$ cat src/ira_pkg.sv
// Shared constants and codes for the indexed insert/remove store.
package ira_pkg;

   localparam int ENTRY_WIDTH = 32;
   localparam int DEPTH       = 64;
   localparam int ADDR_W      = $clog2(DEPTH);
   localparam int COUNT_W     = $clog2(DEPTH + 1);
   localparam int POS_W       = 7;
   localparam int VALUE_W     = 32;

   // request modes
   localparam logic [1:0] MODE_INSERT = 2'd0;
   localparam logic [1:0] MODE_READ   = 2'd1;
   localparam logic [1:0] MODE_REMOVE = 2'd2;

   // response status codes
   localparam logic [1:0] ST_DONE  = 2'd0;
   localparam logic [1:0] ST_RANGE = 2'd1;
   localparam logic [1:0] ST_FULL  = 2'd2;

endpackage

$ cat src/ira_req_if.sv
// Request channel: mode, position and item for the insert/remove store.
interface ira_req_if import ira_pkg::*; ();
   logic               valid;
   logic               ready;
   logic [1:0]         mode;
   logic [POS_W-1:0]   position;
   logic [VALUE_W-1:0] item_value;
   logic               item_given;

   modport source (output valid, mode, position, item_value, item_given, input ready);
   modport sink   (input valid, mode, position, item_value, item_given, output ready);
endinterface

$ cat src/ira_rsp_if.sv
// Response channel: status, entry value and entry total of the store.
interface ira_rsp_if import ira_pkg::*; ();
   logic                valid;
   logic                ready;
   logic [1:0]          status;
   logic [VALUE_W-1:0]  entry_value;
   logic [POS_W-1:0]    entry_total;

   modport source (output valid, status, entry_value, entry_total, input ready);
   modport sink   (input valid, status, entry_value, entry_total, output ready);
endinterface

$ cat src/ira_ram.sv
// Generic single-write, single-read RAM with registered read data.
module ira_ram #(
   parameter int WIDTH = 32,
   parameter int DEPTH = 64
) (
   input  logic                     clock,
   input  logic                     wr_en,
   input  logic [$clog2(DEPTH)-1:0] wr_addr,
   input  logic [WIDTH-1:0]         wr_data,
   input  logic [$clog2(DEPTH)-1:0] rd_addr,
   output logic [WIDTH-1:0]         rd_data
);

   logic [WIDTH-1:0] mem_ff [DEPTH];
   logic [WIDTH-1:0] rd_data_ff;

   // write and registered read
   always_ff @(posedge clock) begin
      if (wr_en) begin
         mem_ff[wr_addr] <= wr_data;
      end
      rd_data_ff <= mem_ff[rd_addr];
   end

   assign rd_data = rd_data_ff;

endmodule

$ cat src/indexed_insert_remove_array.sv
// Indexed insert/remove store: one RAM, entries shifted one per cycle.
// Read: fetch, then reply; errors reply at once. Insert: unless appending, shift the
// entries at and above the position up and drain; then put the item and reply. Remove:
// unless last, shift the entries above down and drain; then reply. The next request is
// taken in the cycle after the result is registered; a full output register holds the
// reply back until it drains. Reset clears state, count, pending write and valid.
module indexed_insert_remove_array import ira_pkg::*; (
   input  logic        clock,
   input  logic        reset,
   ira_req_if.sink     req_ch,
   ira_rsp_if.source   rsp_ch
);

   typedef enum logic [2:0] {
      S_IDLE,
      S_SHIFT,
      S_DRAIN,
      S_PUT,
      S_FETCH,
      S_REPLY
   } state_type;

   state_type            state_ff, state_in;
   logic [COUNT_W-1:0]   count_ff, count_in;
   logic [COUNT_W-1:0]   idx_ff, idx_in;
   logic [COUNT_W-1:0]   end_ff, end_in;
   logic                 up_ff, up_in;
   logic                 ins_ff, ins_in;
   logic [ADDR_W-1:0]    pos_ff, pos_in;
   logic [VALUE_W-1:0]   value_ff, value_in;
   logic [1:0]           status_ff, status_in;
   logic                 wr_pend_ff, wr_pend_in;
   logic [ADDR_W-1:0]    wr_addr_ff, wr_addr_in;
   logic                 rsp_valid_ff, rsp_valid_in;
   logic [1:0]           rsp_status_ff, rsp_status_in;
   logic [VALUE_W-1:0]   rsp_value_ff, rsp_value_in;
   logic [POS_W-1:0]     rsp_total_ff, rsp_total_in;

   logic                 ram_wr_en;
   logic [ADDR_W-1:0]    ram_wr_addr;
   logic [ENTRY_WIDTH-1:0] ram_wr_data;
   logic [ADDR_W-1:0]    ram_rd_addr;
   logic [ENTRY_WIDTH-1:0] ram_rd_data;

   logic                 req_take;
   logic                 rsp_free;
   logic [POS_W-1:0]     req_count;
   logic [POS_W-1:0]     req_pos_p1;

   assign req_take   = req_ch.valid && req_ch.ready;
   assign rsp_free   = !rsp_valid_ff || rsp_ch.ready;
   assign req_count  = POS_W'(count_ff);
   assign req_pos_p1 = req_ch.position + POS_W'(1);

   // entry store
   ira_ram #(
      .WIDTH (ENTRY_WIDTH),
      .DEPTH (DEPTH)
   ) u_ram (
      .clock   (clock),
      .wr_en   (ram_wr_en),
      .wr_addr (ram_wr_addr),
      .wr_data (ram_wr_data),
      .rd_addr (ram_rd_addr),
      .rd_data (ram_rd_data)
   );

   // write port: pending shift write, else the new item
   always_comb begin
      ram_wr_en   = 1'b0;
      ram_wr_addr = wr_addr_ff;
      ram_wr_data = ram_rd_data;
      if (wr_pend_ff) begin
         ram_wr_en = 1'b1;
      end else if (state_ff == S_PUT) begin
         ram_wr_en   = 1'b1;
         ram_wr_addr = pos_ff;
         ram_wr_data = ENTRY_WIDTH'(value_ff);
      end
   end

   // read port: request position when idle, else the shift source
   assign ram_rd_addr = (state_ff == S_IDLE) ? req_ch.position[ADDR_W-1:0]
                                             : idx_ff[ADDR_W-1:0];

   // sequencer
   always_comb begin
      state_in      = state_ff;
      count_in      = count_ff;
      idx_in        = idx_ff;
      end_in        = end_ff;
      up_in         = up_ff;
      ins_in        = ins_ff;
      pos_in        = pos_ff;
      value_in      = value_ff;
      status_in     = status_ff;
      wr_pend_in    = 1'b0;
      wr_addr_in    = wr_addr_ff;
      rsp_valid_in  = rsp_valid_ff && !rsp_ch.ready;
      rsp_status_in = rsp_status_ff;
      rsp_value_in  = rsp_value_ff;
      rsp_total_in  = rsp_total_ff;

      unique case (state_ff)
         S_IDLE: begin
            if (req_take) begin
               pos_in    = req_ch.position[ADDR_W-1:0];
               value_in  = '0;
               status_in = ST_DONE;
               ins_in    = 1'b0;
               state_in  = S_REPLY;
               unique case (req_ch.mode)
                  MODE_INSERT: begin
                     if (req_ch.position > req_count) begin
                        status_in = ST_RANGE;
                     end else if (count_ff >= COUNT_W'(DEPTH)) begin
                        status_in = ST_FULL;
                     end else begin
                        // move entries at and above the position up by one
                        ins_in   = 1'b1;
                        value_in = req_ch.item_given ? req_ch.item_value : '0;
                        count_in = count_ff + COUNT_W'(1);
                        up_in    = 1'b1;
                        idx_in   = count_ff - COUNT_W'(1);
                        end_in   = COUNT_W'(req_ch.position);
                        state_in = (req_ch.position == req_count) ? S_PUT : S_SHIFT;
                     end
                  end
                  MODE_READ: begin
                     if (req_ch.position >= req_count) begin
                        status_in = ST_RANGE;
                     end else begin
                        state_in = S_FETCH;
                     end
                  end
                  MODE_REMOVE: begin
                     if (req_ch.position >= req_count) begin
                        status_in = ST_RANGE;
                     end else begin
                        // move entries above the position down by one
                        count_in = count_ff - COUNT_W'(1);
                        up_in    = 1'b0;
                        idx_in   = COUNT_W'(req_pos_p1);
                        end_in   = count_ff - COUNT_W'(1);
                        if (req_pos_p1 < req_count) begin
                           state_in = S_SHIFT;
                        end
                     end
                  end
                  default: begin
                     status_in = ST_RANGE;
                  end
               endcase
            end
         end
         S_SHIFT: begin
            // read the source now, write it to its neighbour next cycle
            wr_pend_in = 1'b1;
            wr_addr_in = up_ff ? ADDR_W'(idx_ff + COUNT_W'(1))
                               : ADDR_W'(idx_ff - COUNT_W'(1));
            if (idx_ff == end_ff) begin
               state_in = S_DRAIN;
            end else begin
               idx_in = up_ff ? idx_ff - COUNT_W'(1) : idx_ff + COUNT_W'(1);
            end
         end
         S_DRAIN: begin
            state_in = ins_ff ? S_PUT : S_REPLY;
         end
         S_PUT: begin
            state_in = S_REPLY;
         end
         S_FETCH: begin
            value_in = VALUE_W'(ram_rd_data);
            state_in = S_REPLY;
         end
         S_REPLY: begin
            if (rsp_free) begin
               rsp_valid_in  = 1'b1;
               rsp_status_in = status_ff;
               rsp_value_in  = value_ff;
               rsp_total_in  = POS_W'(count_ff);
               state_in      = S_IDLE;
            end
         end
         default: begin
            state_in = S_IDLE;
         end
      endcase
   end

   // hold state and registered outputs
   always_ff @(posedge clock) begin
      if (reset) begin
         state_ff     <= S_IDLE;
         count_ff     <= '0;
         wr_pend_ff   <= 1'b0;
         rsp_valid_ff <= 1'b0;
      end else begin
         state_ff     <= state_in;
         count_ff     <= count_in;
         wr_pend_ff   <= wr_pend_in;
         rsp_valid_ff <= rsp_valid_in;
      end
      idx_ff        <= idx_in;
      end_ff        <= end_in;
      up_ff         <= up_in;
      ins_ff        <= ins_in;
      pos_ff        <= pos_in;
      value_ff      <= value_in;
      status_ff     <= status_in;
      wr_addr_ff    <= wr_addr_in;
      rsp_status_ff <= rsp_status_in;
      rsp_value_ff  <= rsp_value_in;
      rsp_total_ff  <= rsp_total_in;
   end

   assign req_ch.ready       = (state_ff == S_IDLE);
   assign rsp_ch.valid       = rsp_valid_ff;
   assign rsp_ch.status      = rsp_status_ff;
   assign rsp_ch.entry_value = rsp_value_ff;
   assign rsp_ch.entry_total = rsp_total_ff;

endmodule

$ cat src/flat_wrapper.sv
// flat-port wrapper written by rule: the top's interface ports become plain ports
module indexed_insert_remove_array_flat import ira_pkg::*;
  (clock, reset, req_ch_valid, req_ch_mode, req_ch_position, req_ch_item_value, req_ch_item_given, req_ch_ready, rsp_ch_valid, rsp_ch_status, rsp_ch_entry_value, rsp_ch_entry_total, rsp_ch_ready);
  ira_req_if req_ch_i ();
  ira_rsp_if rsp_ch_i ();
  input  logic clock;
  input  logic reset;
  input wire logic [$bits(req_ch_i.valid)-1:0] req_ch_valid;
  input wire logic [$bits(req_ch_i.mode)-1:0] req_ch_mode;
  input wire logic [$bits(req_ch_i.position)-1:0] req_ch_position;
  input wire logic [$bits(req_ch_i.item_value)-1:0] req_ch_item_value;
  input wire logic [$bits(req_ch_i.item_given)-1:0] req_ch_item_given;
  output wire logic [$bits(req_ch_i.ready)-1:0] req_ch_ready;
  output wire logic [$bits(rsp_ch_i.valid)-1:0] rsp_ch_valid;
  output wire logic [$bits(rsp_ch_i.status)-1:0] rsp_ch_status;
  output wire logic [$bits(rsp_ch_i.entry_value)-1:0] rsp_ch_entry_value;
  output wire logic [$bits(rsp_ch_i.entry_total)-1:0] rsp_ch_entry_total;
  input wire logic [$bits(rsp_ch_i.ready)-1:0] rsp_ch_ready;
  assign req_ch_i.valid = req_ch_valid;
  assign req_ch_i.mode = req_ch_mode;
  assign req_ch_i.position = req_ch_position;
  assign req_ch_i.item_value = req_ch_item_value;
  assign req_ch_i.item_given = req_ch_item_given;
  assign req_ch_ready = req_ch_i.ready;
  assign rsp_ch_valid = rsp_ch_i.valid;
  assign rsp_ch_status = rsp_ch_i.status;
  assign rsp_ch_entry_value = rsp_ch_i.entry_value;
  assign rsp_ch_entry_total = rsp_ch_i.entry_total;
  assign rsp_ch_i.ready = rsp_ch_ready;
  indexed_insert_remove_array u_core (.clock(clock), .reset(reset), .req_ch(req_ch_i), .rsp_ch(rsp_ch_i));
endmodule
$ cat config.mk
export PLATFORM = sky130hd
export DESIGN_NAME = indexed_insert_remove_array_flat
export DESIGN_NICKNAME = d
export VERILOG_FILES = /design/src/ira_pkg.sv /design/src/ira_req_if.sv /design/src/ira_rsp_if.sv /design/src/ira_ram.sv /design/src/indexed_insert_remove_array.sv /design/src/flat_wrapper.sv
export SDC_FILE = /design/constraint.sdc
export NUM_CORES = 2
export LEC_CHECK = 0
export ABC_CLOCK_PERIOD_IN_PS = 12280
export BUFFER_PORTS_ARGS = -buffer_cell sky130_fd_sc_hd__buf_4
export CAP_MARGIN = 20
export CORE_MARGIN = 2
export CORE_UTILIZATION = 35
export DETAILED_ROUTE_END_ITERATION = 12
export PLACE_DENSITY = 0.49
export RECOVER_POWER = 50
export SLEW_MARGIN = 20
export SYNTH_ARGS = -nofsm -noshare
export SYNTH_HDL_FRONTEND = slang
export SYNTH_HIERARCHICAL = 1
export SYNTH_SLANG_ARGS = --single-unit
$ cat constraint.sdc
create_clock -name clock -period 12.28 [get_ports clock]
set_clock_uncertainty 0.1 [all_clocks]
set_input_delay 1.228 -clock clock [delete_from_list [all_inputs] [get_ports clock]]
set_output_delay 1.228 -clock clock [all_outputs]
set_load 0.01 [all_outputs]
==> key figures <==
Setup path
  – Setup crit end kind: register
  – Required @ worst endpoint: roughly 12 ns
  – CP Cell Sequence: nand3_1, nor2_4, clkbuf_1, mux2_2, clkbuf_1
  – CP most frequent cell: clkbuf_1
  – WS Path Type: register to register
  – Worst Path Max Fanout: 64
  – Max incr delay on CP: 2.34 ns
  – CP delay by family, top: buffers and inverters
  – Critical-path top delay cell: clkbuf_1
  – CP Buf/Inv Count: 2
  – Critical path launch point type: register
  – CP arrival: between 6 and 7 ns

STA
  – Slew @ Worst Pin: about 3.4 ns
  – Max frequency: roughly 150 MHz
  – Number of endpoints failing setup at the final stage: 0
  – Worst relative slew slack: -1.272
  – RSZ-0062 raised after global routing: false
  – Max-slew violations: around 2.1k
  – Final worst-path cycle share: 0.5539
  – Final hold violation count: 0
  – Setup_tns: 0 ns
  – Clock period minus worst slack: just under 7 ns

CTS
  – Clock root buffer: clkbuf_16
  – Hold-fix buffers at CTS: 0
  – Post-CTS Setup Inserts: 0
  – Post_cts resized: 0
  – H-tree levels: 4
  – Max Root-Sink Buffers: 3
  – CTS clk-pin slew, worst paths: roughly 0.06 ns
  – CTS tree: built
  – Total CTS buffers: 224
  – Worst-Skew Late Latency: around 0.86 ns
  – Sink Count: 2195

GRT
  – GRT Total Usage: 0.1901
  – Vias in the first global route: 41.01k
  – Initial antenna violation count: 7
  – Grt ovf: 0
  – Largest net degree at the start of global routing: roughly 130
  – First-pass GRT wire length: 325900 um

Placement
  – # port buffers: roughly 90
  – Gpl congestion: between 0.7 and 0.8
  – DP HPWL: about 120000 um

Drt
  – Vias/cell: 5.449
  – Final WL: 234500 um
  – Iteration-0 DRC Markers: around 4.3k
  – Post-route ant nets: 0
  – Routed wire per std cell: 31.65 um
  – Via count: 40.37k
  – Drc violations: 0
  – Total iterations of the first detailed-routing run: 5

Die
  – Core area: about 240000 um2
  – Die area: around 250000 um2
  – Die Span X: 495.0 um
  – Die Ht: approximately 500 um
  – Initial Util: 0.3515
  – FP Rows: 180
  – IO Pins: between 80 and 90

Job
  – Max_cap viols: 33

Final layout
  – Area Growth Syn to Fin: 14.70%
  – Total Nets Final: between 4k and 5k
  – Layout cells sized above 1: 0.2684

Synthesis
  – Seq cells post-synth: around 2.2k
  – Post-synth EDFFs: ~2.2k
  – Yosys Warn Count: 6
  – Library cells used by synthesis: 64
  – Top-count cell post-synth: edfxtp_1
  – Mapped Cells: roughly 3.8k
  – Average cell area after synthesis: between 20 and 25 um2
  – Async S/R FF share, synth: 0
  – Leading post-synthesis cells by instance count: 2151 x edfxtp_1, 544 x mux4_2, 172 x nor2_1, 102 x mux2i_1, 90 x clkbuf_1
  – Synth Flop Type: edfxtp_1
  – Synth area leader: edfxtp_1
  – Post-synth net total: 3858
  – Sequential area share after synthesis: 0.7758
  – Area contributors post-synth: edfxtp_1 77%, mux4_2 15%, mux2i_1 1.2%
  – Post-Syn Area: roughly 84000 um2
  – Post-synth top area share: 0.7654

Hold path
  – Hold crit path type: register to register

Pwr
  – Leakage Power: around 0.030 uW
  – Worst vdd ir: 0.2007 mV
  – Cell Pwr Density: around 240 nW/um2
  – Total power: approximately 23000 uW

Run status
  – Status: finished with violations
  – Violated checks: max-capacitance violations, max-slew violations
-- kinds of logic (layout without fill, tap and decap cells) --
group / after synthesis / count (layout) / synth area share
compound gates: 302 / 302 / 0.02409
mux: 689 / 689 / 0.1630
buf+inv: 230 / 663 / 0.01293
fa+ha+maj: 24 / 24 / 0.003558
xor+xnor: 29 / 29 / 0.003010
flops: 2195 / 2195 / 0.7758
other cells: 0 / 2 / 0
simple gates: 319 / 319 / 0.01758
-- registers in the layout, indices dropped and copies added (netlist names), 6 cells and up --
register                   cells
u_core/count_ff                7
u_core/end_ff                  7
u_core/idx_ff                  7
u_core/pos_ff                  6
u_core/rsp_ch.entry_total      7
u_core/rsp_ch.entry_value     32
u_core/u_ram/mem_ff         2048
u_core/u_ram/rd_data          32
u_core/value_ff               32
u_core/wr_addr_ff              6
-- per-layer routing --
layer	share of wire	GRT usage	routed length [um]
met1	0.43	0.2631	100600
met2	0.48	0.3043	112300
met3	0.060	0.03483	14100
met4	0.032	0.06176	7472
met5	0.00015	0	35
-- where the power goes --
part           switching (uW)  internal, uW
logic                    3920          2190
registers                 224          9720
clock network            2880          4010
-- path summary, 6_finish.rpt --
| path | slack [ns] | endpoint | start | depth (start not counted) |
|---|---|---|---|---|
| worst min-delay path | 0.32 | u_core/rsp_ch.status[1] | u_core/status_ff[1] | 0 |
| worst min register to register | 0.32 | u_core/rsp_ch.status[1] | u_core/status_ff[1] | 0 |
| worst max register to register | 5.48 | u_core/u_ram/mem_ff[25][21] | u_core/state_ff[0] | 5 |
| worst max-delay path | 5.48 | u_core/u_ram/mem_ff[25][21] | u_core/state_ff[0] | 5 |
-- placed cells by master (no fill, tap or decap), types with 41 or more instances in the layout --
cell type  netlist  routed
mux4_2         544     544
nor2_1         172     108
a21oi_1         84      84
dfxtp_1         44      44
nor2_4           0      63
buf_4           22     142
edfxtp_1      2151    2151
clkbuf_1        90     126
clkinv_1         0      41
o22ai_1         87      87
mux2i_1        102     102
clkbuf_16        0     227
clkinv_2         1      43
-- layout make-up --
class	instances	area [um2]
Fill cell	21285	143300
Sequential cell	2195	65470
Multi-Input combinational cell	1363	18400
Inverter	20	76.32
Tap cell	3185	3985
Timing Repair Buffer	225	1443
Clock inverter	134	1421
Clock buffer	284	5995
Antenna cell	2	5.005
-- metrics by stage --
step | instance area (um2) | std cells | setup slack [ns] | hold slack [ns] | util
6_report | 96800 | 7408 | 5.478 | 0.3181 | 0.4032
5_1_grt | 96800 | 7407 | 5.156 | 0.3198 | 0.4032
4_1_cts | 97110 | 7406 | 6.378 | 0.3199 | 0.4045
3_5_place_dp | 89700 | 6988 | 6.023 | 0.3061 | 0.3736
3_3_place_gp | 89690 | 6988 | 6.015 | 0.3006 | 0.3736
2_1_floorplan | 84390 | 3788 | 7.548 | 0.3003 | -
Note: power is estimated with default switching activity, not from simulation.
